<file path="src/rtl/frc4_pkg.sv">
package frc4_pkg;

  localparam int unsigned KeyBytes = 16;
  localparam int unsigned IvBytes  = 16;
  localparam int unsigned MaxTag   = 32;
  localparam int unsigned TagW     = $clog2(MaxTag);

  localparam logic [7:0] IvMask  = 8'h13;
  localparam logic [7:0] KeyMask = 8'h37;

  typedef enum logic [1:0] {
    ActRekey   = 2'd0,
    ActEncrypt = 2'd1,
    ActDecrypt = 2'd2,
    ActDigest  = 2'd3
  } action_e;

  typedef enum logic [2:0] {
    RegKeyLo  = 3'd0,
    RegKeyHi  = 3'd1,
    RegIvLo   = 3'd2,
    RegIvHi   = 3'd3,
    RegKeyLen = 3'd4,
    RegIvLen  = 3'd5,
    RegRounds = 3'd6,
    RegTagLen = 3'd7
  } reg_e;

  function automatic logic [7:0] pattern_byte(logic [7:0] x);
    logic [7:0] p;
    unique case (x[1:0])
      2'd0: p = 8'hff;
      2'd1: p = 8'h13;
      2'd2: p = 8'h37;
      default: p = 8'h11;
    endcase
    return p ^ {2'b00, x[7:2]};
  endfunction

endpackage

</file>
<file path="src/rtl/frc4_perm_ram.sv">
module frc4_perm_ram import frc4_pkg::*; (
  input  logic       clk_i,
  input  logic       we_i,
  input  logic [7:0] waddr_i,
  input  logic [7:0] wdata_i,
  input  logic [7:0] raddr_i,
  output logic [7:0] rdata_o
);

  logic [7:0] mem_q [256];

  always_ff @(posedge clk_i) begin
    if (we_i) begin
      mem_q[waddr_i] <= wdata_i;
    end
    rdata_o <= mem_q[raddr_i];
  end

endmodule

</file>
<file path="src/rtl/feedback_rc4_cipher_engine.sv">
// Feedback RC4 byte cipher engine.
// Channels: input items (action, data_in, start_i/j/q) on in_valid_i/in_ready_o,
// results (data_out, last) on out_valid_o/out_ready_i, and register writes on
// cfg_valid_i/cfg_ready_o with cfg_index_i and cfg_data_i, taken in any cycle.
// After reset an initialization pass loads the identity permutation into the
// permutation memory; in_ready_o stays low during it.
// One item at a time. Every step goes through the single-port-read permutation
// memory, one read or write per cycle, and each read is registered:
//   encrypt/decrypt: read S[i], read S[j], write S[j] and S[i], read S[S[i]+S[j]];
//   rekey: an identity pass, then one mix-and-swap step per round, then a result;
//   digest: 256 keystream steps, then the tag result bytes, one at a time.
// Results come from one output register; when the receiver stalls the
// sequencer holds and no result is dropped. A digest emits min(tag_len, 32) bytes,
// newest first, last set on the final one.
module feedback_rc4_cipher_engine import frc4_pkg::*; (
  input  logic        clk_i,
  input  logic        rst_ni,
  input  logic        cfg_valid_i,
  output logic        cfg_ready_o,
  input  logic [2:0]  cfg_index_i,
  input  logic [63:0] cfg_data_i,
  input  logic        in_valid_i,
  output logic        in_ready_o,
  input  logic [1:0]  action_i,
  input  logic [7:0]  data_in_i,
  input  logic [7:0]  start_i_i,
  input  logic [7:0]  start_j_i,
  input  logic [7:0]  start_q_i,
  output logic        out_valid_o,
  input  logic        out_ready_i,
  output logic [7:0]  data_out_o,
  output logic        last_o
);

  typedef enum logic [12:0] {
    StInit  = 13'b0000000000001,
    StIdle  = 13'b0000000000010,
    StIdent = 13'b0000000000100,
    StMix   = 13'b0000000001000,
    StRdI   = 13'b0000000010000,
    StWtI   = 13'b0000000100000,
    StRdJ   = 13'b0000001000000,
    StWtJ   = 13'b0000010000000,
    StWrJ   = 13'b0000100000000,
    StRdK   = 13'b0001000000000,
    StWtK   = 13'b0010000000000,
    StFin   = 13'b0100000000000,
    StEmit  = 13'b1000000000000
  } state_e;

  state_e state_q, state_d;

  logic [63:0] key_lo_q, key_hi_q, iv_lo_q, iv_hi_q;
  logic [4:0]  key_len_q, iv_len_q;
  logic [15:0] rounds_q;
  logic [5:0]  tag_len_q;

  logic [7:0] idx_i_q, idx_j_q, fb_q;
  logic [7:0] wi_q, wj_q, wq_q;
  logic [7:0] si_q, sj_q;
  logic [1:0] act_q;
  logic [7:0] din_q, st_i_q, st_j_q, st_q_q;
  logic [15:0] cnt_q;
  logic [7:0] ki_q, vi_q;
  logic [TagW-1:0] tag_idx_q;
  logic [5:0] tag_n;
  logic [7:0] tag_mem_q [MaxTag];
  logic [7:0] out_data_q;
  logic       out_last_q, out_valid_q;

  logic       we;
  logic [7:0] waddr, wdata, raddr, rdata;

  frc4_perm_ram u_ram (
    .clk_i  (clk_i),
    .we_i   (we),
    .waddr_i(waddr),
    .wdata_i(wdata),
    .raddr_i(raddr),
    .rdata_o(rdata)
  );

  assign cfg_ready_o = 1'b1;
  assign in_ready_o  = (state_q == StIdle) && !out_valid_q;
  assign out_valid_o = out_valid_q;
  assign data_out_o  = out_data_q;
  assign last_o      = out_last_q;

  logic [4:0] kl, vl;
  always_comb begin
    kl = (key_len_q == 5'd0) ? 5'd1 : (key_len_q > 5'(KeyBytes) ? 5'(KeyBytes) : key_len_q);
    vl = (iv_len_q == 5'd0) ? 5'd1 : (iv_len_q > 5'(IvBytes) ? 5'(IvBytes) : iv_len_q);
    tag_n = (tag_len_q > 6'(MaxTag)) ? 6'(MaxTag) : tag_len_q;
  end

  logic [7:0] kb, vb, mixq, pbyte, ks_out, fb_next;
  logic       rekey, digest;
  assign rekey  = (act_q == ActRekey);
  assign digest = (act_q == ActDigest);
  assign kb = ki_q[3] ? key_hi_q[8*ki_q[2:0] +: 8] : key_lo_q[8*ki_q[2:0] +: 8];
  assign vb = vi_q[3] ? iv_hi_q[8*vi_q[2:0] +: 8] : iv_lo_q[8*vi_q[2:0] +: 8];
  assign mixq  = (vb ^ IvMask) + wq_q + (kb ^ KeyMask);
  assign pbyte = digest ? pattern_byte(cnt_q[7:0]) : din_q;
  assign ks_out = pbyte ^ wq_q ^ rdata;
  assign fb_next = (act_q == ActDecrypt) ? din_q : ks_out;

  logic [15:0] limit;
  assign limit = rekey ? rounds_q : 16'd256;
  logic [7:0] cur_i;
  assign cur_i = rekey ? cnt_q[7:0] : wi_q + 8'd1;

  always_comb begin
    state_d = state_q;
    we = 1'b0;
    waddr = cnt_q[7:0];
    wdata = cnt_q[7:0];
    raddr = cur_i;
    unique case (state_q)
      StInit, StIdent: begin
        we = 1'b1;
        if (cnt_q[7:0] == 8'hff) state_d = (state_q == StInit) ? StIdle : StMix;
      end
      StIdle: begin
        if (in_valid_i && in_ready_o) begin
          state_d = (action_i == ActRekey) ? StIdent : StRdI;
        end
      end
      StMix: state_d = (cnt_q == limit) ? StFin : StRdI;
      StRdI: state_d = StWtI;
      StWtI: state_d = StRdJ;
      StRdJ: begin
        raddr = wj_q;
        state_d = StWtJ;
      end
      StWtJ: begin
        we = 1'b1;
        waddr = wj_q;
        wdata = si_q;
        state_d = StWrJ;
      end
      StWrJ: begin
        we = 1'b1;
        waddr = wi_q;
        wdata = sj_q;
        state_d = rekey ? StMix : StRdK;
      end
      StRdK: begin
        raddr = si_q + sj_q;
        state_d = StWtK;
      end
      StWtK: begin
        if (digest) state_d = (cnt_q == 16'd255) ? StFin : StRdI;
        else if (!out_valid_q) state_d = StIdle;
      end
      StFin: begin
        if (!out_valid_q) begin
          if (rekey || tag_n == 6'd0) state_d = rekey ? StIdle : StIdle;
          else state_d = StEmit;
        end
      end
      StEmit: begin
        if (!out_valid_q && {1'b0, tag_idx_q} + 6'd1 == tag_n) state_d = StIdle;
      end
      default: state_d = StIdle;
    endcase
  end

  always_ff @(posedge clk_i) begin
    if (state_q == StWtK && digest && cnt_q >= 16'd256 - {10'd0, tag_n}) begin
      tag_mem_q[TagW'(8'd255 - cnt_q[7:0])] <= ks_out;
    end
  end

  always_ff @(posedge clk_i or negedge rst_ni) begin
    if (!rst_ni) begin
      state_q <= StInit;
      key_lo_q <= '0; key_hi_q <= '0; iv_lo_q <= '0; iv_hi_q <= '0;
      key_len_q <= 5'd16; iv_len_q <= 5'd16; rounds_q <= 16'd256; tag_len_q <= 6'd16;
      idx_i_q <= '0; idx_j_q <= '0; fb_q <= '0;
      wi_q <= '0; wj_q <= '0; wq_q <= '0; si_q <= '0; sj_q <= '0;
      act_q <= ActRekey; din_q <= '0; st_i_q <= '0; st_j_q <= '0; st_q_q <= '0;
      cnt_q <= '0; ki_q <= '0; vi_q <= '0; tag_idx_q <= '0;
      out_data_q <= '0; out_last_q <= 1'b0; out_valid_q <= 1'b0;
    end else begin
      state_q <= state_d;
      if (out_valid_q && out_ready_i) out_valid_q <= 1'b0;
      if (cfg_valid_i) begin
        unique case (reg_e'(cfg_index_i))
          RegKeyLo:  key_lo_q <= cfg_data_i;
          RegKeyHi:  key_hi_q <= cfg_data_i;
          RegIvLo:   iv_lo_q <= cfg_data_i;
          RegIvHi:   iv_hi_q <= cfg_data_i;
          RegKeyLen: key_len_q <= cfg_data_i[4:0];
          RegIvLen:  iv_len_q <= cfg_data_i[4:0];
          RegRounds: rounds_q <= cfg_data_i[15:0];
          RegTagLen: tag_len_q <= cfg_data_i[5:0];
          default: ;
        endcase
      end
      unique case (state_q)
        StInit, StIdent: cnt_q <= (cnt_q[7:0] == 8'hff) ? 16'd0 : cnt_q + 16'd1;
        StIdle: begin
          if (in_valid_i && in_ready_o) begin
            act_q <= action_i; din_q <= data_in_i;
            st_i_q <= start_i_i; st_j_q <= start_j_i; st_q_q <= start_q_i;
            cnt_q <= '0;
            ki_q <= '0; vi_q <= '0; tag_idx_q <= '0;
            if (action_i == ActRekey) begin
              wj_q <= '0; wq_q <= '0; wi_q <= '0;
            end else begin
              wi_q <= idx_i_q; wj_q <= idx_j_q; wq_q <= fb_q;
            end
          end
        end
        StMix: if (cnt_q != limit) wq_q <= mixq;
        StRdI: ;
        StWtI: begin
          si_q <= rdata;
          wj_q <= wj_q + rdata + wq_q;
          wi_q <= cur_i;
        end
        StRdJ: ;
        StWtJ: sj_q <= rdata;
        StWrJ: begin
          if (rekey) begin
            cnt_q <= cnt_q + 16'd1;
            ki_q <= ({3'd0, ki_q} + 8'd1 == {3'd0, kl} || cnt_q[7:0] == 8'hff) ? 8'd0 : ki_q + 8'd1;
            vi_q <= ({3'd0, vi_q} + 8'd1 == {3'd0, vl} || cnt_q[7:0] == 8'hff) ? 8'd0 : vi_q + 8'd1;
          end
        end
        StRdK: ;
        StWtK: begin
          if (digest) begin
            wq_q <= ks_out;
            cnt_q <= cnt_q + 16'd1;
          end else if (!out_valid_q) begin
            idx_i_q <= wi_q; idx_j_q <= wj_q; fb_q <= fb_next;
            out_data_q <= ks_out; out_last_q <= 1'b1; out_valid_q <= 1'b1;
          end
        end
        StFin: begin
          if (!out_valid_q && rekey) begin
            idx_i_q <= st_i_q; idx_j_q <= st_j_q; fb_q <= st_q_q;
            out_data_q <= '0; out_last_q <= 1'b1; out_valid_q <= 1'b1;
          end
        end
        StEmit: begin
          if (!out_valid_q) begin
            out_data_q <= tag_mem_q[tag_idx_q];
            out_last_q <= ({1'b0, tag_idx_q} + 6'd1 == tag_n);
            out_valid_q <= 1'b1;
            tag_idx_q <= tag_idx_q + TagW'(1);
          end
        end
        default: ;
      endcase
    end
  end

endmodule
</file>
<file path="config.mk">
export PLATFORM = sky130hd
export DESIGN_NAME = feedback_rc4_cipher_engine
export DESIGN_NICKNAME = d
export VERILOG_FILES = /design/src/rtl/frc4_pkg.sv /design/src/rtl/frc4_perm_ram.sv /design/src/rtl/feedback_rc4_cipher_engine.sv
export SDC_FILE = /design/constraint.sdc
export NUM_CORES = 2
export LEC_CHECK = 0
export BUFFER_PORTS_ARGS = -buffer_cell sky130_fd_sc_hd__buf_4
export CAP_MARGIN = 20
export CORE_MARGIN = 1
export CORE_UTILIZATION = 43
export CTS_BUF_LIST = sky130_fd_sc_hd__clkbuf_8
export CTS_CLUSTER_SIZE = 20
export DETAILED_ROUTE_END_ITERATION = 12
export PLACE_DENSITY_LB_ADDON = 0.05
export SLEW_MARGIN = 5
export SYNTH_ARGS = -nofsm -noshare
export SYNTH_HDL_FRONTEND = slang
export SYNTH_SLANG_ARGS = --single-unit
export TNS_END_PERCENT = 1
</file>
<file path="constraint.sdc">
create_clock -name clk_i -period 19.2 [get_ports clk_i]
set_input_delay 3.84 -clock clk_i [delete_from_list [all_inputs] [get_ports clk_i]]
set_output_delay 3.84 -clock clk_i [all_outputs]
set_load 0.01 [all_outputs]
</file>
==> results_dict.tcl <==
set metrics [dict create \
    outcome "finished clean" \
    grt_first_pass_wirelength_um 480000 \
    largest_net_degree_at_the_start_of_global_routing 209 \
    register_area_um2 80500 \
    min-delay-start "st_j_q[4]" \
    drive_gt1_frac 0.170 \
    timing.hold.worst_path_depth 2 \
    drv.max_cap_violation_count 0 \
    globalRouteMet1Util 0.358 \
    synth_top_area_share 0.610 \
    total_leakage_power_uw 0.0439 \
    r2r-end "u_ram.rdata_o[6]" \
    cts-buffers-inserted 465 \
    gr-total-overflow 0 \
    h-tree-depth 5 \
    timing.critical_path.to_type "primary output" \
    die_area_um2 266000 \
    top_cells_by_area_synth "sky130_fd_sc_hd__edfxtp_1, sky130_fd_sc_hd__dfrtp_1, sky130_fd_sc_hd__nand2_1, sky130_fd_sc_hd__mux4_2, sky130_fd_sc_hd__mux2i_1" \
    setup_tns_ns 0 \
    grt_util_all_layers 0.247 \
    reg2reg_setup_slack_ns 12.72 \
    clock.fmax_mhz 149 \
    core_um2 262000 \
    critical_path.max_fanout 11 \
    most_common_library_cell_in_the_layout_ignoring_fill_and_taps "sky130_fd_sc_hd__edfxtp_1" \
    holdWs_ns 0.467 \
    worst-endpoint-arrival_ns 2.87 \
    area_delta_synth_final_pct 12.0 \
    rr_worst_depth 12 \
    numPortBuffers 116 \
    powerDensity_nw_per_um2 145 \
    grt_util_met3 0.0433 \
    yosysWarnings 0 \
    cts.path.max_buffers 4 \
    postRouteWirelength_um 331000 \
    wl_per_cell_um 27.3 \
    finish.net_count 8357 \
    drt_first_iter_violations 6303 \
    asyncSetResetFlopFracSynth 0.162 \
    timing_hold_violations_final 0 \
    postCtsSetupBuffers 0 \
    io_pins 118 \
    synth_flop_cell "sky130_fd_sc_hd__edfxtp_1" \
    drtPass1Iterations 6 \
    yosys.area.top_type "sky130_fd_sc_hd__edfxtp_1" \
    first_global_vias 67600 \
    count_of_cells_resized_by_post_cts_repair 0 \
    drc 0 \
    antenna_violations_before_repair 19 \
    worst_r2r_startpoint "state_q[1]" \
    yosys.cell_types.count 83 \
    gr-usage-met2 0.384 \
    dieWidth_um 516 \
    post_drt_via_cell_ratio 5.68 \
    clock_tree.root_cell "sky130_fd_sc_hd__clkbuf_8" \
    synth_area_um2 113000 \
    timing.final.crit_share 0.349 \
    final_cells 12100 \
    rows 188 \
    path_clk_slew_ns 0.06 \
    multiInputGateArea_um2 30800 \
    detailroute.via_count 68700 \
    post_synth_inst_count 7927 \
    finalSetupViolations 0 \
    synthesis.area_per_instance_um2 14.3 \
    final_core_utilization 0.484 \
    min_period_ns 6.71 \
    gp_congestion 0.823 \
    detail-route-antenna-nets 0 \
    worst_skew_pair_latency_ns 1.07 \
    stdcell_area_um2 127000 \
    post_cts_hold_buffer_count 0 \
    worst_slew_pin_slew_ns 1.21 \
    hp-class "reg -> reg" \
    setup.worst_path.start_class "register" \
    ir_worst_vdd_v 0.000209 \
    place_area_um2 118000 \
    finClkSkew_ns 0.0549 \
    ys_ff_latch 2758 \
    clock_tree_from_tritoncts "yes" \
    worst_hold_path.endpoint "st_j_q[4]" \
    synth_enable_flop_cells 2304 \
    dp.final_hpwl_um 199000 \
    placed_cells_incl_taps 11200 \
    synth-seq-area-share 0.710 \
    floorplan.initialDensity 0.432 \
    busiest_layer_in_global_routing "met2" \
    die_h_um 516 \
    setup_repair_after_global_routing_missed_its_margin "false" \
    max-slew-margin-rel 0.190 \
    fillCellCount 22900 \
    postSynthNetCount 8089 \
    crit_required_ns 15.36 \
    drv_slew 0 \
    startpoint_of_the_most_critical_setup_path "state_q[10]" \
    timing_worst_setup_path_type "reg -> out" \
    clock_sinks 2758 \
    most-common-layout-cells "sky130_fd_sc_hd__edfxtp_1, sky130_fd_sc_hd__nand2_1, sky130_fd_sc_hd__clkbuf_8" \
]
[final cells by class]
class                   instances  share of cell area
inverters                      63             0.00186
clock buffers                 493              0.0534
well taps                    3515              0.0346
repair buffers                304              0.0194
flip-flops and latches       2758               0.634
clock inverters               345              0.0141
multi-input cells            4603               0.243
diodes                          6            0.000118
[cells in the mapped netlist (9+ instances only)]
cell,count
sky130_fd_sc_hd__a21oi_1,81
sky130_fd_sc_hd__inv_1,62
sky130_fd_sc_hd__a31oi_1,67
sky130_fd_sc_hd__clkbuf_1,235
sky130_fd_sc_hd__nor2b_1,12
sky130_fd_sc_hd__xor2_1,29
sky130_fd_sc_hd__nand2_1,1650
sky130_fd_sc_hd__buf_1,66
sky130_fd_sc_hd__a221oi_1,11
sky130_fd_sc_hd__buf_4,24
sky130_fd_sc_hd__xnor2_1,47
sky130_fd_sc_hd__a32oi_1,318
sky130_fd_sc_hd__ha_1,39
sky130_fd_sc_hd__mux2_2,304
sky130_fd_sc_hd__a211oi_1,11
sky130_fd_sc_hd__nand3_1,456
sky130_fd_sc_hd__mux2i_1,353
sky130_fd_sc_hd__edfxtp_1,2304
sky130_fd_sc_hd__fa_1,17
sky130_fd_sc_hd__a21o_1,20
sky130_fd_sc_hd__buf_2,174
sky130_fd_sc_hd__nor3_1,60
sky130_fd_sc_hd__o21ai_0,96
sky130_fd_sc_hd__dfrtp_1,441
sky130_fd_sc_hd__nor3b_1,9
sky130_fd_sc_hd__and3_1,56
sky130_fd_sc_hd__nor4_1,36
sky130_fd_sc_hd__o22ai_1,18
sky130_fd_sc_hd__nand4_1,199
sky130_fd_sc_hd__a22oi_1,22
sky130_fd_sc_hd__or3_1,13
sky130_fd_sc_hd__nand2b_1,21
sky130_fd_sc_hd__nor2_1,364
sky130_fd_sc_hd__mux4_2,167
[sequential cells by signal (all words and copies together), names as in the netlist, 13 cells and up]
signal / flops
cnt_q: 16
u_ram.mem_q: 2048
state_q: 13
iv_hi_q: 64
tag_mem_q: 256
key_hi_q: 64
iv_lo_q: 64
rounds_q: 16
key_lo_q: 64
[worst max-delay path: stages (launching register included)]
cell and delay [ns]:
sky130_fd_sc_hd__dfrtp_1 0.47, sky130_fd_sc_hd__nor3_1 0.49, sky130_fd_sc_hd__and3_1 0.28, sky130_fd_sc_hd__nand4b_1 0.10
sky130_fd_sc_hd__buf_4 0.21, sky130_fd_sc_hd__nor2_1 0.11, sky130_fd_sc_hd__buf_4 0.13
[cell families (layout without fill, tap and decap cells)]
logic type	after synthesis	in the layout	share of synthesized area
other	1	7	0.0000331
XOR/XNOR	76	76	0.00587
AO/OA/AOI/OAI	713	713	0.0473
adder cells (fa/ha/maj)	56	56	0.00730
multiplexers	824	824	0.0945
AND/OR/NAND/NOR	2933	2933	0.113
buffers and inverters	566	1205	0.0217
flip-flops	2758	2758	0.710
[how the worst max path moves through the flow]
stage                        endpoint  slack (ns)  cells after the start
CTS                        in_ready_o       12.37                      6
global route               in_ready_o       12.30                      6
detailed placement            si_q[1]       12.04                      4
global placement              si_q[2]       12.11                      4
floorplan           u_ram.mem_q[0][6]       13.02                      8
finish                     in_ready_o       12.49                      6
[power by group]
part	total, uW	internal [uW]	switching [uW]
sequential	7330	7110	219
clock	4910	2510	2390
combinational	6180	1720	4450
total	18400	11300	7070
[through the flow]
stage | power, uW | worst slack, ns
after floorplan | 11300 | 13.02
after global placement | 13600 | 12.11
after detailed placement | 13600 | 12.04
after CTS | 18600 | 12.37
after global routing | 19300 | 12.30
final | 18400 | 12.49
[metal layers]
layer,vias to the layer above,part of all wire
met5,-,0.00042
met3,474,0.065
met2,2190,0.46
met1,35400,0.45
li1,30500,-
met4,20,0.023
Note: power is estimated with default switching activity, not from simulation.
